### src/rtl/skmnr_pkg.sv
// Shared types, constants and helper functions of the split keyboard note router.
`default_nettype none
package skmnr_pkg;

  localparam int unsigned MAX_KEYS    = 37;
  localparam int unsigned Q_DEPTH     = 2;
  localparam int unsigned MAX_RESULTS = 4;
  localparam int unsigned CFG_IDX_W   = 4;
  localparam int unsigned CFG_DATA_W  = 8;

  typedef enum logic [2:0] {
    EV_FORWARD   = 3'd0,
    EV_SYNTH_ON  = 3'd1,
    EV_SYNTH_OFF = 3'd2,
    EV_KEY_REL   = 3'd3,
    EV_KEY_PRESS = 3'd4
  } event_kind_e;

  typedef enum logic [CFG_IDX_W-1:0] {
    CFG_GLOBAL_TRANSPOSE   = 4'd0,
    CFG_LOCAL_BASE_KEY     = 4'd1,
    CFG_LOCAL_OCTAVES      = 4'd2,
    CFG_LOCAL_SYNTH_SHIFT  = 4'd3,
    CFG_REMOTE_BASE_KEY    = 4'd4,
    CFG_REMOTE_OCTAVES     = 4'd5,
    CFG_REMOTE_SYNTH_SHIFT = 4'd6,
    CFG_SINK_ENABLES       = 4'd7
  } cfg_idx_e;

  localparam logic [6:0] RST_LOCAL_BASE    = 7'd36;
  localparam logic [1:0] RST_LOCAL_OCT     = 2'd3;
  localparam logic [7:0] RST_LOCAL_SHIFT   = 8'd12;
  localparam logic [6:0] RST_REMOTE_BASE   = 7'd72;
  localparam logic [1:0] RST_REMOTE_OCT    = 2'd3;
  localparam logic [7:0] RST_REMOTE_SHIFT  = 8'd0;

  typedef struct packed {
    logic [7:0] global_transpose;
    logic [6:0] local_base_key;
    logic [1:0] local_octaves;
    logic [7:0] local_synth_shift;
    logic [6:0] remote_base_key;
    logic [1:0] remote_octaves;
    logic [7:0] remote_synth_shift;
    logic [1:0] sink_enables;
  } cfg_t;

  typedef struct packed {
    event_kind_e kind;
    logic        zone;
    logic [8:0]  value;
    logic        fpress;
  } item_t;

  typedef struct packed {
    logic [2:0]                   count;
    item_t [MAX_RESULTS-1:0]      items;
  } bundle_t;

  function automatic logic [6:0] zone_range(input logic [1:0] octaves,
                                            input int unsigned max_keys);
    logic [6:0] r;
    r = 7'({5'd0, octaves} * 7'd12 + 7'd1);
    if (32'(r) > max_keys) begin
      r = 7'(max_keys);
    end
    return r;
  endfunction

  function automatic logic [8:0] sat_note(input logic signed [10:0] v);
    logic [8:0] r;
    if (v < -11'sd128) begin
      r = 9'h180;
    end else if (v > 11'sd255) begin
      r = 9'h0FF;
    end else begin
      r = v[8:0];
    end
    return r;
  endfunction

endpackage
`default_nettype wire

### src/rtl/skmnr_front.sv
// Front end: transpose, zone classification, held-note tracking and result bundling.
`default_nettype none
module skmnr_front #(
  parameter int unsigned MaxKeys = skmnr_pkg::MAX_KEYS
) (
  input  wire                 clk_i,
  input  wire                 rst_ni,
  input  skmnr_pkg::cfg_t     cfg_i,
  input  wire                 in_valid_i,
  output logic                in_ready_o,
  input  wire  [6:0]          note_i,
  input  wire                 press_i,
  input  wire                 push_ready_i,
  output logic                push_valid_o,
  output skmnr_pkg::bundle_t  push_bundle_o
);
  import skmnr_pkg::*;

  localparam int unsigned KeyW = $clog2(MaxKeys);

  logic [KeyW-1:0] local_held_q, local_held_d;
  logic            local_valid_q, local_valid_d;
  logic [KeyW-1:0] remote_held_q, remote_held_d;
  logic            remote_valid_q, remote_valid_d;

  logic signed [9:0]  t;
  logic signed [9:0]  roff, loff;
  logic               in_r, in_l, take, keys, match, accept;
  logic [6:0]         base;
  logic [7:0]         shift;
  logic [KeyW-1:0]    held, off_k;
  logic               hvalid;
  logic signed [10:0] synth_t, old_note;
  logic [2:0]         n;
  bundle_t            b;

  assign t    = $signed({3'b000, note_i}) + $signed({{2{cfg_i.global_transpose[7]}},
                                                     cfg_i.global_transpose});
  assign roff = t - $signed({3'b000, cfg_i.remote_base_key});
  assign loff = t - $signed({3'b000, cfg_i.local_base_key});
  assign in_r = !roff[9] && (roff[8:0] < {2'b00, zone_range(cfg_i.remote_octaves, MaxKeys)});
  assign in_l = !loff[9] && (loff[8:0] < {2'b00, zone_range(cfg_i.local_octaves, MaxKeys)});
  assign take = in_r || in_l;

  assign base   = in_r ? cfg_i.remote_base_key : cfg_i.local_base_key;
  assign shift  = in_r ? cfg_i.remote_synth_shift : cfg_i.local_synth_shift;
  assign held   = in_r ? remote_held_q : local_held_q;
  assign hvalid = in_r ? remote_valid_q : local_valid_q;
  assign off_k  = in_r ? roff[KeyW-1:0] : loff[KeyW-1:0];
  assign keys   = !in_r && cfg_i.sink_enables[1];
  assign match  = hvalid && (held == off_k);

  assign synth_t  = $signed({t[9], t}) + $signed({{3{shift[7]}}, shift});
  assign old_note = $signed({{(11-KeyW){1'b0}}, held}) + $signed({4'b0000, base})
                  + $signed({{3{shift[7]}}, shift});

  always_comb begin
    b = '0;
    n = 3'd0;
    if (in_r && cfg_i.sink_enables[0]) begin
      b.items[n[1:0]] = '{kind: EV_FORWARD, zone: 1'b1,
                          value: sat_note({t[9], t}), fpress: press_i};
      n = n + 3'd1;
    end
    if (take && !(press_i && match)) begin
      b.items[n[1:0]] = '{kind: press_i ? EV_SYNTH_ON : EV_SYNTH_OFF, zone: in_r,
                          value: sat_note(synth_t), fpress: 1'b0};
      n = n + 3'd1;
      if ((press_i || match) && hvalid) begin
        b.items[n[1:0]] = '{kind: EV_SYNTH_OFF, zone: in_r,
                            value: sat_note(old_note), fpress: 1'b0};
        n = n + 3'd1;
        if (keys) begin
          b.items[n[1:0]] = '{kind: EV_KEY_REL, zone: in_r,
                              value: {{(9-KeyW){1'b0}}, held}, fpress: 1'b0};
          n = n + 3'd1;
        end
      end
      if (press_i && keys) begin
        b.items[n[1:0]] = '{kind: EV_KEY_PRESS, zone: in_r,
                            value: {{(9-KeyW){1'b0}}, off_k}, fpress: 1'b0};
        n = n + 3'd1;
      end
    end
    b.count = n;
  end

  assign in_ready_o    = push_ready_i;
  assign accept        = in_valid_i && push_ready_i;
  assign push_valid_o  = in_valid_i && (b.count != 3'd0);
  assign push_bundle_o = b;

  always_comb begin
    local_held_d   = local_held_q;
    local_valid_d  = local_valid_q;
    remote_held_d  = remote_held_q;
    remote_valid_d = remote_valid_q;
    if (accept && take && !(press_i && match)) begin
      if (in_r) begin
        if (press_i) begin
          remote_held_d  = off_k;
          remote_valid_d = 1'b1;
        end else if (match) begin
          remote_valid_d = 1'b0;
        end
      end else begin
        if (press_i) begin
          local_held_d  = off_k;
          local_valid_d = 1'b1;
        end else if (match) begin
          local_valid_d = 1'b0;
        end
      end
    end
  end

  always_ff @(posedge clk_i or negedge rst_ni) begin
    if (!rst_ni) begin
      local_held_q   <= '0;
      local_valid_q  <= 1'b0;
      remote_held_q  <= '0;
      remote_valid_q <= 1'b0;
    end else begin
      local_held_q   <= local_held_d;
      local_valid_q  <= local_valid_d;
      remote_held_q  <= remote_held_d;
      remote_valid_q <= remote_valid_d;
    end
  end

endmodule
`default_nettype wire

### src/rtl/skmnr_queue.sv
// Small FIFO of result bundles between front and back end.
`default_nettype none
module skmnr_queue #(
  parameter int unsigned Depth = skmnr_pkg::Q_DEPTH
) (
  input  wire                 clk_i,
  input  wire                 rst_ni,
  input  wire                 push_i,
  input  skmnr_pkg::bundle_t  push_bundle_i,
  output logic                not_full_o,
  input  wire                 pop_i,
  output logic                not_empty_o,
  output skmnr_pkg::bundle_t  head_o
);
  import skmnr_pkg::*;

  localparam int unsigned PtrW = $clog2(Depth);
  localparam int unsigned CntW = $clog2(Depth + 1);
  localparam logic [PtrW-1:0] LastPtr = PtrW'(Depth - 1);
  localparam logic [CntW-1:0] FullCnt = CntW'(Depth);

  bundle_t         mem_q [Depth];
  logic [PtrW-1:0] wr_q, wr_d, rd_q, rd_d;
  logic [CntW-1:0] cnt_q, cnt_d;
  logic            do_push, do_pop;

  assign not_full_o  = (cnt_q != FullCnt);
  assign not_empty_o = (cnt_q != '0);
  assign do_push     = push_i && not_full_o;
  assign do_pop      = pop_i && not_empty_o;
  assign head_o      = mem_q[rd_q];

  always_comb begin
    wr_d  = do_push ? ((wr_q == LastPtr) ? '0 : wr_q + 1'b1) : wr_q;
    rd_d  = do_pop  ? ((rd_q == LastPtr) ? '0 : rd_q + 1'b1) : rd_q;
    cnt_d = cnt_q;
    if (do_push && !do_pop) begin
      cnt_d = cnt_q + 1'b1;
    end else if (do_pop && !do_push) begin
      cnt_d = cnt_q - 1'b1;
    end
  end

  always_ff @(posedge clk_i) begin
    if (do_push) begin
      mem_q[wr_q] <= push_bundle_i;
    end
  end

  always_ff @(posedge clk_i or negedge rst_ni) begin
    if (!rst_ni) begin
      wr_q  <= '0;
      rd_q  <= '0;
      cnt_q <= '0;
    end else begin
      wr_q  <= wr_d;
      rd_q  <= rd_d;
      cnt_q <= cnt_d;
    end
  end

endmodule
`default_nettype wire

### src/rtl/skmnr_back.sv
// Back end: walk one bundle and send its results one beat at a time.
`default_nettype none
module skmnr_back (
  input  wire                 clk_i,
  input  wire                 rst_ni,
  input  wire                 head_valid_i,
  input  skmnr_pkg::bundle_t  head_i,
  output logic                pop_o,
  output logic                out_valid_o,
  input  wire                 out_ready_i,
  output skmnr_pkg::item_t    item_o,
  output logic                last_o
);
  import skmnr_pkg::*;

  logic [1:0] idx_q, idx_d;
  logic       beat;

  assign out_valid_o = head_valid_i;
  assign item_o      = head_i.items[idx_q];
  assign last_o      = (({1'b0, idx_q} + 3'd1) == head_i.count);
  assign beat        = head_valid_i && out_ready_i;
  assign pop_o       = beat && last_o;

  always_comb begin
    idx_d = idx_q;
    if (beat) begin
      idx_d = last_o ? 2'd0 : idx_q + 2'd1;
    end
  end

  always_ff @(posedge clk_i or negedge rst_ni) begin
    if (!rst_ni) begin
      idx_q <= 2'd0;
    end else begin
      idx_q <= idx_d;
    end
  end

endmodule
`default_nettype wire

### src/rtl/split_keyboard_mono_note_router.sv
// Split keyboard monophonic note router top level with configuration registers.
//
// Usage: note events enter on s_axis (tdata = note number, tuser = press flag).
// Each event is transposed, routed to the remote or local zone and produces
// zero to four result beats on m_axis, the last one of an event marked by
// tlast. The user writes registers over the cfg port (index, data), always ready,
// only while no event is in flight; the block leaves this to the user. A taken
// event's bundle is registered in the queue, and its first result beat appears
// once that bundle reaches the queue head. Throughput: one result beat per cycle
// while m_axis_tready is high; an event with N results takes N beats, while the
// front end keeps taking events as long as the bundle queue (QueueDepth entries)
// has room. Reset clears registers to their defaults, frees both held notes and
// empties the queue. When the receiver stalls, the current beat holds and
// the queue fills, after which s_axis_tready drops.
`default_nettype none
module split_keyboard_mono_note_router #(
  parameter int unsigned MaxKeys    = skmnr_pkg::MAX_KEYS,
  parameter int unsigned QueueDepth = skmnr_pkg::Q_DEPTH
) (
  input  wire                              clk_i,
  input  wire                              rst_ni,
  input  wire                              s_axis_tvalid,
  output logic                             s_axis_tready,
  input  wire  [7:0]                       s_axis_tdata,  // [6:0] note_number
  input  wire                              s_axis_tuser,  // [0] is_press
  output logic                             m_axis_tvalid,
  input  wire                              m_axis_tready,
  output logic [15:0]                      m_axis_tdata,  // [8:0] value, [9] forward_press
  output logic [3:0]                       m_axis_tuser,  // [2:0] event_kind, [3] zone
  output logic                             m_axis_tlast,
  input  wire                              cfg_valid_i,
  output logic                             cfg_ready_o,
  input  wire  [skmnr_pkg::CFG_IDX_W-1:0]  cfg_index_i,
  input  wire  [skmnr_pkg::CFG_DATA_W-1:0] cfg_data_i
);
  import skmnr_pkg::*;

  cfg_t    cfg_q, cfg_d;
  logic    push_valid, push_ready, q_not_empty, pop;
  bundle_t push_bundle, head;
  item_t   item;

  assign cfg_ready_o = 1'b1;

  always_comb begin
    cfg_d = cfg_q;
    if (cfg_valid_i) begin
      case (cfg_idx_e'(cfg_index_i))
        CFG_GLOBAL_TRANSPOSE:   cfg_d.global_transpose   = cfg_data_i;
        CFG_LOCAL_BASE_KEY:     cfg_d.local_base_key     = cfg_data_i[6:0];
        CFG_LOCAL_OCTAVES:      cfg_d.local_octaves      = cfg_data_i[1:0];
        CFG_LOCAL_SYNTH_SHIFT:  cfg_d.local_synth_shift  = cfg_data_i;
        CFG_REMOTE_BASE_KEY:    cfg_d.remote_base_key    = cfg_data_i[6:0];
        CFG_REMOTE_OCTAVES:     cfg_d.remote_octaves     = cfg_data_i[1:0];
        CFG_REMOTE_SYNTH_SHIFT: cfg_d.remote_synth_shift = cfg_data_i;
        CFG_SINK_ENABLES:       cfg_d.sink_enables       = cfg_data_i[1:0];
        default: begin
        end
      endcase
    end
  end

  always_ff @(posedge clk_i or negedge rst_ni) begin
    if (!rst_ni) begin
      cfg_q.global_transpose   <= 8'd0;
      cfg_q.local_base_key     <= RST_LOCAL_BASE;
      cfg_q.local_octaves      <= RST_LOCAL_OCT;
      cfg_q.local_synth_shift  <= RST_LOCAL_SHIFT;
      cfg_q.remote_base_key    <= RST_REMOTE_BASE;
      cfg_q.remote_octaves     <= RST_REMOTE_OCT;
      cfg_q.remote_synth_shift <= RST_REMOTE_SHIFT;
      cfg_q.sink_enables       <= 2'd0;
    end else begin
      cfg_q <= cfg_d;
    end
  end

  skmnr_front #(
    .MaxKeys (MaxKeys)
  ) u_front (
    .clk_i         (clk_i),
    .rst_ni        (rst_ni),
    .cfg_i         (cfg_q),
    .in_valid_i    (s_axis_tvalid),
    .in_ready_o    (s_axis_tready),
    .note_i        (s_axis_tdata[6:0]),
    .press_i       (s_axis_tuser),
    .push_ready_i  (push_ready),
    .push_valid_o  (push_valid),
    .push_bundle_o (push_bundle)
  );

  skmnr_queue #(
    .Depth (QueueDepth)
  ) u_queue (
    .clk_i         (clk_i),
    .rst_ni        (rst_ni),
    .push_i        (push_valid),
    .push_bundle_i (push_bundle),
    .not_full_o    (push_ready),
    .pop_i         (pop),
    .not_empty_o   (q_not_empty),
    .head_o        (head)
  );

  skmnr_back u_back (
    .clk_i        (clk_i),
    .rst_ni       (rst_ni),
    .head_valid_i (q_not_empty),
    .head_i       (head),
    .pop_o        (pop),
    .out_valid_o  (m_axis_tvalid),
    .out_ready_i  (m_axis_tready),
    .item_o       (item),
    .last_o       (m_axis_tlast)
  );

  assign m_axis_tdata = {6'd0, item.fpress, item.value};
  assign m_axis_tuser = {item.zone, item.kind};

endmodule
`default_nettype wire

### config.mk
export PLATFORM = sky130hd
export DESIGN_NAME = split_keyboard_mono_note_router
export DESIGN_NICKNAME = d
export VERILOG_FILES = /design/src/rtl/skmnr_pkg.sv /design/src/rtl/skmnr_front.sv /design/src/rtl/skmnr_queue.sv /design/src/rtl/skmnr_back.sv /design/src/rtl/split_keyboard_mono_note_router.sv
export SDC_FILE = /design/constraint.sdc
export NUM_CORES = 1
export LEC_CHECK = 0
export BUFFER_PORTS_ARGS = -buffer_cell sky130_fd_sc_hd__buf_2
export CORE_MARGIN = 2
export CORE_UTILIZATION = 24
export CTS_BUF_LIST = sky130_fd_sc_hd__clkbuf_2 sky130_fd_sc_hd__clkbuf_4 sky130_fd_sc_hd__clkbuf_8
export DETAILED_ROUTE_END_ITERATION = 16
export GPL_TIMING_DRIVEN = 0
export PLACE_DENSITY = 0.38
export SETUP_SLACK_MARGIN = 0.15
export SKIP_CTS_REPAIR_TIMING = 1
export SYNTH_ARGS = -nofsm -noshare
export SYNTH_HDL_FRONTEND = slang
export SYNTH_SLANG_ARGS = --single-unit
### constraint.sdc
create_clock -name clk_i -period 9.2 [get_ports clk_i]
set_clock_uncertainty 0.2 [all_clocks]
set_input_delay 0.46 -clock clk_i [delete_from_list [all_inputs] [get_ports clk_i]]
set_output_delay 0.46 -clock clk_i [all_outputs]
set_load 0.01 [all_outputs]
==> results of run 1 <==
final cells by class:
type | instances | area share (%)
Multi-Input combinational cell | 630 | 44.89
Sequential cell | 168 | 40.24
Tap cell | 539 | 5.729
Timing Repair Buffer | 48 | 2.647
Clock buffer | 18 | 2.051
Buffer | 34 | 1.690
Inverter | 50 | 1.594
Clock inverter | 14 | 1.137
Antenna cell | 1 | 0.02126
final timing paths:
check	start	to	depth (start not counted)
setup / recovery	cfg_q[36]	u_queue.mem_q[1][20]	31
hold / removal	cfg_data_i[0]	cfg_q[10]	3
setup reg to reg	cfg_q[36]	u_queue.mem_q[1][20]	31
hold reg to reg	u_queue.cnt_q[1]	u_queue.cnt_q[1]	1
max in group asynchronous	rst_ni	cfg_q[34]	3
min in group asynchronous	rst_ni	u_queue.wr_q	2
worst min-delay path: stages:
cell,delay (ns)
buf_2,0.16
nand2_1,0.07
o21ai_0,0.07
cells by family (layout without fill, tap and decap cells):
group                    Yosys count  count (layout)
AND/OR/NAND/NOR                  206             206
AO/OA/AOI/OAI                    177             177
flip-flops                       168             168
multiplexers                     123             123
buffers and inverters             85             164
adder cells (fa/ha/maj)           66              66
XOR/XNOR                          44              44
other                              2              15
cell usage in the layout, fill, tap and decap left out, types with 5 or more instances in the layout:
cell type / Yosys / routed
a211oi_1: 7 / 7
a21o_1: 17 / 17
a21oi_1: 45 / 38
a21oi_2: 0 / 7
and2_1: 8 / 7
buf_2: 2 / 42
buf_4: 7 / 11
clkbuf_1: 19 / 14
clkbuf_8: 0 / 17
conb_1: 2 / 14
dfrtp_1: 54 / 54
dfstp_2: 10 / 10
edfxtp_1: 104 / 104
fa_1: 6 / 6
ha_1: 60 / 59
inv_1: 50 / 50
inv_8: 0 / 5
mux2_2: 75 / 75
mux2_4: 5 / 5
mux2i_1: 20 / 18
mux4_2: 21 / 21
nand2_1: 54 / 54
nand2b_1: 15 / 15
nand3_1: 13 / 13
nand3b_1: 5 / 5
nor2_1: 50 / 49
nor2b_1: 12 / 11
nor3_1: 16 / 15
o211ai_1: 7 / 7
o21a_1: 5 / 5
o21ai_0: 41 / 41
o31ai_1: 8 / 7
or2_2: 6 / 6
xnor2_1: 24 / 22
xor2_1: 17 / 17
stage by stage:
step                hold slack [ns]  util [%]
floorplan                  -0.03559         -
global placement             0.2697     26.58
detailed placement           0.1168     26.81
CTS                         -0.4487     27.70
global route                0.02732     27.99
finish                      0.06061     28.00
registers in the layout (all words and copies together), names as in the netlist, 2 cells and up:
name                   count
u_queue.mem_q            104
cfg_q                     44
u_front.remote_held_q      6
u_queue.cnt_q              2
u_back.idx_q               2
u_front.local_held_q       6
routing by layer:
| layer | GRT usage [%] | up-vias | share of wire, % |
|---|---|---|---|
| li1 | - | 3370 | - |
| met1 | 19.05 | 3421 | 49 |
| met2 | 22.44 | 82 | 47 |
| met3 | 2.795 | 16 | 2.5 |
| met4 | 2.865 | 0 | 1.2 |
| met5 | 0 | - | 0 |
==> results.md, run 1 <==
* Outcome: finished, final reports clean
* EDFF count, synth at 104
* CP Max Fanout at 19
* Number of buffers created by CTS at 17
* CTS H-tree depth at 4
* Synth top cells by count: 104 x edfxtp_1, 75 x mux2_2, 60 x ha_1
* Asr flop ratio synth at 38.10%
* DRC viols at 0
* Synth Area in XOR/XNOR at 4.175%
* Synth Area in Compound Gates at 11.55%
* Largest net degree at the start of global routing at 59
* DP Worst Slack at -1.544 ns
* Drt pass-1 iters at 4
* Post-route design area at 11770 sq um
* Synth Area per Inst at 11.77 sq um
* Fin nets at 1041
* Die area at 44380 sq um
* Share of cells above drive strength 1 at 25.36%
* Layout area overhead at 14.84%
* Core ar. at 42040 sq um
* CP endpoint kind: flip-flop
* Peak Freq at 114.8 MHz
* CTS sink count at 168
* CP peak stage delay at 0.60 ns
* Startpoint class of the critical path: flip-flop
* Vias at 6889
* Vias in the first global route at 7077
* RD Place Congestion at 0.8102
* DR iter-0 viols at 332
* CP Data Required Time at 9.23 ns
* Cell mode on critical path: ha_1
* Synth Flop Type: edfxtp_1
* Post-synth top area cell: edfxtp_1
* Worst hold-check path type: input port to flip-flop
* Height of the die at 210.7 um
* First-pass GRT wire length at 44840 um
* WS Path Type: flip-flop to flip-flop
* Yosys reg bits at 168
* Final hold violations at 0
* Ports at 50
* Root buffer cell: clkbuf_8
* Placement row count at 75
* Routed WL at 29390 um
* Fin worst setup slack at 0.4911 ns
* Worst path buffer plus inverter count at 3
* Cells after DPL at 1467
* Critical path arrival at 8.73 ns
* Largest family of logic cells by synthesized area: multiplexers
* Port Buffer Count at 41
* Yosys top cell area share at 30.47%
* Initial antenna violation count at 0
* Synth Area in Adders at 8.496%
* Yosys warning count at 0
* Yosys cell types at 73
* Max Cap Viol at 0
* Max clock buf depth at 2
* Crit-path leading delay family: compound AO/OA/AOI/OAI gates
* FF+latch area at 4737 sq um
* DP Area at 11270 sq um
* Cells after Synth at 871
* Worst-Skew Late Latency at 0.50 ns
* Synth area leaders: edfxtp_1 30%, dfrtp_1 13%, mux2_2 8.2%, ha_1 7.3%, mux4_2 4.6%
* Fin Setup TNS at 0 ns
* Post-synthesis mux area share at 15.89%
* Total global-route track usage at 13.81%
* Area of the multi-input gates at 5284 sq um
* Slowest library cell on the worst path: o41ai_1
* CTS tree: built
* Count leader, synth: edfxtp_1
* Clk pin slew, worst setup/hold paths at 0.10 ns
* R2R Setup Slk at 0.49 ns
* RSZ-0062 raised after global routing: false
* Worst-Margin Slew at 0.9803 ns
* FILL cells at 4413
* Detailed Place HPWL at 22640 um
* Slew Viols, Final at 0
* Layout Cells excl Fill at 1502
* Slew margin rel. at 34.64%
* Synth Area in Simple Gates at 9.985%
* Avg WL per Cell at 19.57 um
* Mapped Area at 10250 sq um
* Seq/Total Area, Yosys at 46.22%
* Vias per inst at 4.587
* Final period util at 94.66%
* Routed Antenna Nets at 0
* Initial Util at 24.38%
* Final setup viols at 0
* GR Overflow Total at 0
* Fin crit period at 8.709 ns
* Die W at 210.7 um
Power of run 1 is left out: the tool's default activity adds up to more than one toggle a clock period on the data nets, which glitch-free logic cannot reach.
==> run 2: changes to the inputs <==
--- a/config.mk
+++ b/config.mk
@@ -8,7 +8,6 @@
 export BUFFER_PORTS_ARGS = -buffer_cell sky130_fd_sc_hd__buf_2
 export CORE_MARGIN = 2
 export CORE_UTILIZATION = 24
-export CTS_BUF_LIST = sky130_fd_sc_hd__clkbuf_2 sky130_fd_sc_hd__clkbuf_4 sky130_fd_sc_hd__clkbuf_8
 export DETAILED_ROUTE_END_ITERATION = 16
 export GPL_TIMING_DRIVEN = 0
 export PLACE_DENSITY = 0.38
==> results.md, run 2 (same netlist as run 1, synthesis figures left out) <==
* CP endpoint kind: flip-flop
* Met1 GRT Util at 19.08% (+0.032 points)
* Total global-route track usage at 13.79% (-0.022 points)
* Outcome: finished, final reports clean
* CTS sink count at 168 (unchanged)
* DRC viols at 0 (unchanged)
* Vias at 6904 (+0.22%)
* GRT Max-Usage Layer: met2
* Worst-Skew Late Latency at 0.45 ns (-0.05 ns)
* Startpoint class of the critical path: flip-flop
* WS Path Type: flip-flop to flip-flop
* Initial Util at 24.38% (unchanged)
* GR Overflow Total at 0 (unchanged)
* Ports at 50 (unchanged)
* Core ar. at 42040 sq um (unchanged)
* Avg WL per Cell at 19.54 um (-0.12%)
* CP Data Required Time at 9.19 ns (-0.04 ns)
* Fin nets at 1040 (-0.096%)
* Routed WL at 29340 um (-0.19%)
* Final hold violations at 0 (unchanged)
* Die W at 210.7 um (unchanged)
* Slowest library cell on the worst path: xnor2_1
* Max clock buf depth at 2 (unchanged)
* Final period util at 94.07% (-0.59 points)
* RSZ-0062 raised after global routing: false
* Port Buffer Count at 41 (unchanged)
* Peak Freq at 115.5 MHz (+0.63%)
* Layout area overhead at 16.60%
* Biggest register: u_queue.mem_q
* CTS H-tree depth at 4 (unchanged)
* Slew Viols, Final at 0 (unchanged)
* CP peak stage delay at 0.61 ns (about the same)
* Vias in the first global route at 7103 (+0.37%)
* Number of buffers created by CTS at 17 (unchanged)
* Worst-Margin Slew at 0.9744 ns (-0.005912 ns)
* Largest registers: u_queue.mem_q: 104 flops, cfg_q: 44 flops
* Slew margin rel. at 35.04% (+0.39 points)
* Reg-to-reg startpoint: cfg_q[37]
* Final setup viols at 0 (unchanged)
* Hold_sp: cfg_data_i[0]
* Met2 usage at 22.28% (-0.16 points)
* Routed Antenna Nets at 0 (unchanged)
* CP Max Fanout at 19 (unchanged)
* Largest net degree at the start of global routing at 59 (unchanged)
* Clk pin slew, worst setup/hold paths at 0.07 ns (-0.03 ns)
* CTS tree: built
* Max FFs per register at 104 (unchanged)
* Met3 Track Usage GR at 2.483% (-0.31 points)
* Commonest non-fill, non-tap cells in the layout: 104 x edfxtp_1, 75 x mux2_2, 59 x ha_1
* Most common cell after layout, fill and taps aside: edfxtp_1
* R2R Setup Slk at 0.55 ns (+0.05 ns)
* Worst Hold End: cfg_q[10]
* Critical path arrival at 8.64 ns (-0.09 ns)
* Root buffer cell: clkbuf_16
* Fin crit period at 8.655 ns (-0.05419 ns)
* First-pass GRT wire length at 44850 um (about the same)
* Detailed Place HPWL at 22640 um (unchanged)
* Cell mode on critical path: ha_1
* Die area at 44380 sq um (unchanged)
* Hold-critical path depth at 3 (unchanged)
* Reg-to-reg critical path endpoint: u_queue.mem_q[0][17]
* Max Cap Viol at 0 (unchanged)
* Initial antenna violation count at 0 (unchanged)
* Worst hold-check path type: input port to flip-flop
* Vias per inst at 4.600 (+0.28%)
* FF-to-FF path depth at 31 (unchanged)
* Height of the die at 210.7 um (unchanged)
* Placement row count at 75 (unchanged)
* RD Place Congestion at 0.8102 (unchanged)
* Share of cells above drive strength 1 at 25.18% (-0.18 points)
* DR iter-0 viols at 350 (+5.4%)
* Fin Setup TNS at 0 ns (unchanged)
* Drt pass-1 iters at 4 (unchanged)
-- run 2: worst max-delay path by stage --
stage                               start                   end  slack [ns]  cells after the start
after floorplan           s_axis_tdata[0]  u_queue.mem_q[0][17]        0.98                     32
after global placement    s_axis_tdata[0]  u_queue.mem_q[0][31]       -1.58                     35
after detailed placement  s_axis_tdata[0]  u_queue.mem_q[0][31]       -1.54                     35
after CTS                       cfg_q[36]  u_queue.mem_q[0][31]       -1.37                     34
after global routing            cfg_q[36]  u_queue.mem_q[0][15]        0.15                     31
final                           cfg_q[37]  u_queue.mem_q[0][17]        0.55                     31
-- run 2: through the flow --
stage	util, %	cell area (sq um)	hold slack [ns]	instances	worst slack (ns)
5_1_grt	28.42	11950	0.1058	1500	0.1535
2_1_floorplan	-	10290	-0.03559	883	0.9757
3_3_place_gp	26.58	11170	0.2697	1463	-1.577
6_report	28.43	11950	0.1074	1501	0.5453
3_5_place_dp	26.81	11270	0.1168	1467	-1.544
4_1_cts	28.15	11830	-0.3714	1499	-1.370
-- run 2: final cells by class --
cell class / instances / area, sq um
clock inverter: 14 / 133.9
multi-input combinational: 630 / 5284
sequential: 168 / 4737
buffer: 34 / 198.9
tap: 539 / 674.4
fill: 4384 / 30090
antenna: 1 / 2.502
inverter: 50 / 187.7
clock buffer: 18 / 429.2
timing repair buffer: 47 / 304.0
-- run 2: worst max-delay path: cells and delay by family (launching register included) --
family          cells  cell delay [ns]
compound gates     14             2.83
xor+xnor            3             0.81
fa+ha+maj           6             1.95
buf+inv             3             0.61
flops               1             0.41
mux                 3             1.14
simple gates        2             0.44
-- run 2: metal layers --
layer / share of wire [%] / vias to the layer above
met1: 50 / 3432
met4: 1.7 / 0
met3: 2.3 / 22
met5: 0 / -
met2: 46 / 82
li1: - / 3368
Power of run 2 is left out for the same reason.
==> run 3: changes to the inputs <==
--- a/config.mk
+++ b/config.mk
@@ -6,11 +6,12 @@
 export NUM_CORES = 1
 export LEC_CHECK = 0
 export BUFFER_PORTS_ARGS = -buffer_cell sky130_fd_sc_hd__buf_2
+export CORE_ASPECT_RATIO = 0.9
 export CORE_MARGIN = 2
 export CORE_UTILIZATION = 24
 export DETAILED_ROUTE_END_ITERATION = 16
 export GPL_TIMING_DRIVEN = 0
-export PLACE_DENSITY = 0.38
+export PLACE_DENSITY = 0.39
 export SETUP_SLACK_MARGIN = 0.15
 export SKIP_CTS_REPAIR_TIMING = 1
 export SYNTH_ARGS = -nofsm -noshare
==> constraint.sdc (replaced) <==
create_clock -name clk_i -period 7.17 [get_ports clk_i]
set_clock_uncertainty 0.2 [all_clocks]
set_input_delay 0.3585 -clock clk_i [delete_from_list [all_inputs] [get_ports clk_i]]
set_output_delay 0.3585 -clock clk_i [all_outputs]
set_load 0.01 [all_outputs]
==> results.md, run 3 (same netlist as run 1, synthesis figures left out) <==
* First-pass GRT wire length at 45080 um (+0.51%)
* Cell mode on critical path: ha_4
* Core ar. at 41930 sq um (-0.26%)
* Routed WL at 30130 um (+2.7%)
* DP Area at 11430 sq um (+1.5%)
* Hold-critical path depth at 2 (-1)
* Startpoint class of the critical path: flip-flop
* Routed Antenna Nets at 0 (unchanged)
* CP endpoint kind: flip-flop
* Worst-Skew Late Latency at 0.46 ns (about the same)
* Die W at 221.8 um (+5.3%)
* Max FFs per register at 104 (unchanged)
* Share of cells above drive strength 1 at 34.13% (+9.0 points)
* Fin crit period at 7.991 ns (-0.6635 ns)
* Slowest library cell on the worst path: dfrtp_1
* Initial antenna violation count at 0 (unchanged)
* Peak Freq at 125.1 MHz (+8.3%)
* Reg-to-reg critical path endpoint: u_queue.mem_q[1][18]
* Root buffer cell: clkbuf_16
* CTS sink count at 168 (unchanged)
* Largest registers: u_queue.mem_q: 104 flops, cfg_q: 44 flops
* Avg WL per Cell at 19.49 um (-0.29%)
* Initial Util at 24.44% (+0.064 points)
* Slew Viols, Final at 0 (unchanged)
* DRC viols at 0 (unchanged)
* Total global-route track usage at 13.85% (+0.060 points)
* Fin worst setup slack at -0.8212 ns (-1.366 ns)
* Outcome: finished, violations left
* Clk pin slew, worst setup/hold paths at 0.07 ns (about the same)
* Final period util at 111.5% (+17 points)
* Post-route design area at 12960 sq um (+8.4%)
* Fin Setup TNS at -23.91 ns (-23.91 ns)
* Vias at 7072 (+2.4%)
* Placement row count at 71 (-5.3%)
* Reg-to-reg startpoint: cfg_q[36]
* Failing checks: negative setup slack
* Layout area overhead at 26.45%
* RD Place Congestion at 0.7957 (-1.8%)
* Most common cell after layout, fill and taps aside: edfxtp_1
* Worst-Margin Slew at 1.034 ns (+0.05911 ns)
* Die area at 44380 sq um (about the same)
* Ports at 50 (unchanged)
* Worst hold-check path type: input port to flip-flop
* Drt pass-1 iters at 5 (+1)
* CP peak stage delay at 0.41 ns (-0.20 ns)
* Final setup viols at 36 (+36)
* Fin nets at 1078 (+3.7%)
* Port Buffer Count at 41 (unchanged)
* Worst Hold End: cfg_q[35]
* GR Overflow Total at 0 (unchanged)
* Slew margin rel. at 31.10% (-3.9 points)
* CTS tree: built
* Vias per inst at 4.574 (-0.55%)
* Max Cap Viol at 0 (unchanged)
* Largest net degree at the start of global routing at 59 (unchanged)
* R2R Setup Slk at -0.82 ns (-1.37 ns)
* Hold_sp: cfg_data_i[6]
* CP Max Fanout at 6 (-13)
* WS Path Type: flip-flop to flip-flop
* Detailed Place HPWL at 22420 um (-0.95%)
* Diode count at 0 (-1)
* Height of the die at 200.1 um (-5.0%)
* Fin util at 30.91% (+2.5 points)
* Vias in the first global route at 7005 (-1.4%)
* DR iter-0 viols at 334 (-4.6%)
* Final hold violations at 0 (unchanged)
* RSZ-0062 raised after global routing: true
* Commonest non-fill, non-tap cells in the layout: 104 x edfxtp_1, 69 x mux2_2, 54 x nand2_1, 54 x dfrtp_1, 50 x inv_1
* CTS H-tree depth at 4 (unchanged)
* FF-to-FF path depth at 36 (+16%)
* Critical path arrival at 8.04 ns (-0.60 ns)
* Max clock buf depth at 2 (unchanged)
* Biggest register: u_queue.mem_q
* Number of buffers created by CTS at 17 (unchanged)
* CP Data Required Time at 7.22 ns (-1.97 ns)
-- run 3: changes by cell type in the layout (fill, tap and decap cells not counted), moves of 8 or more --
cell,delta
ha_1,-11
o21ai_0,-11
buf_4,+32
a21oi_2,+8
ha_4,+8
a21oi_1,-13
-- run 3: worst max-delay path: cells and delay by family, from the launching register on --
family / cells / cell delay [ns]
adder cells (fa/ha/maj): 7 / 1.85
buffers and inverters: 6 / 0.88
XOR/XNOR: 3 / 0.51
AO/OA/AOI/OAI: 12 / 2.31
AND/OR/NAND/NOR: 5 / 0.73
multiplexers: 3 / 0.85
flip-flops: 1 / 0.41
-- run 3: worst max-delay path by stage --
stage	start	end	slack (ns)	cells after the start
CTS	cfg_q[37]	u_queue.mem_q[0][34]	-2.34	34
global route	cfg_q[36]	u_queue.mem_q[1][18]	-1.11	36
detailed placement	s_axis_tdata[1]	u_queue.mem_q[0][34]	-2.38	35
finish	cfg_q[36]	u_queue.mem_q[1][18]	-0.82	36
floorplan	cfg_q[36]	u_queue.mem_q[0][17]	-0.26	31
global placement	s_axis_tdata[1]	u_queue.mem_q[0][32]	-2.36	35
-- run 3: cell type report --
| class | instances | area [sq um] |
|---|---|---|
| multi-input combinational | 630 | 5879 |
| buffer | 35 | 246.5 |
| timing repair buffer | 84 | 609.3 |
| clock buffer | 18 | 429.2 |
| inverter | 50 | 187.7 |
| tap | 547 | 684.4 |
| clock inverter | 14 | 187.7 |
| fill | 4352 | 28970 |
| sequential | 168 | 4737 |
-- run 3: stage by stage --
step           instances  hold WS, ns  setup WS [ns]
2_1_floorplan        883      -0.1371        -0.2570
6_report            1546      0.02967        -0.8212
3_3_place_gp        1471       0.2827         -2.360
5_1_grt             1546      0.04274         -1.115
4_1_cts             1506      -0.4828         -2.340
3_5_place_dp        1474      0.01806         -2.382
-- run 3: layer usage --
layer	GRT usage (%)	share of wire [%]	vias to the layer above
met2	21.16	44	94
met4	3.729	1.2	0
met3	2.459	2.7	22
met5	0	0	-
li1	-	-	3448
met1	20.13	52	3508
Power of run 3 is left out for the same reason.
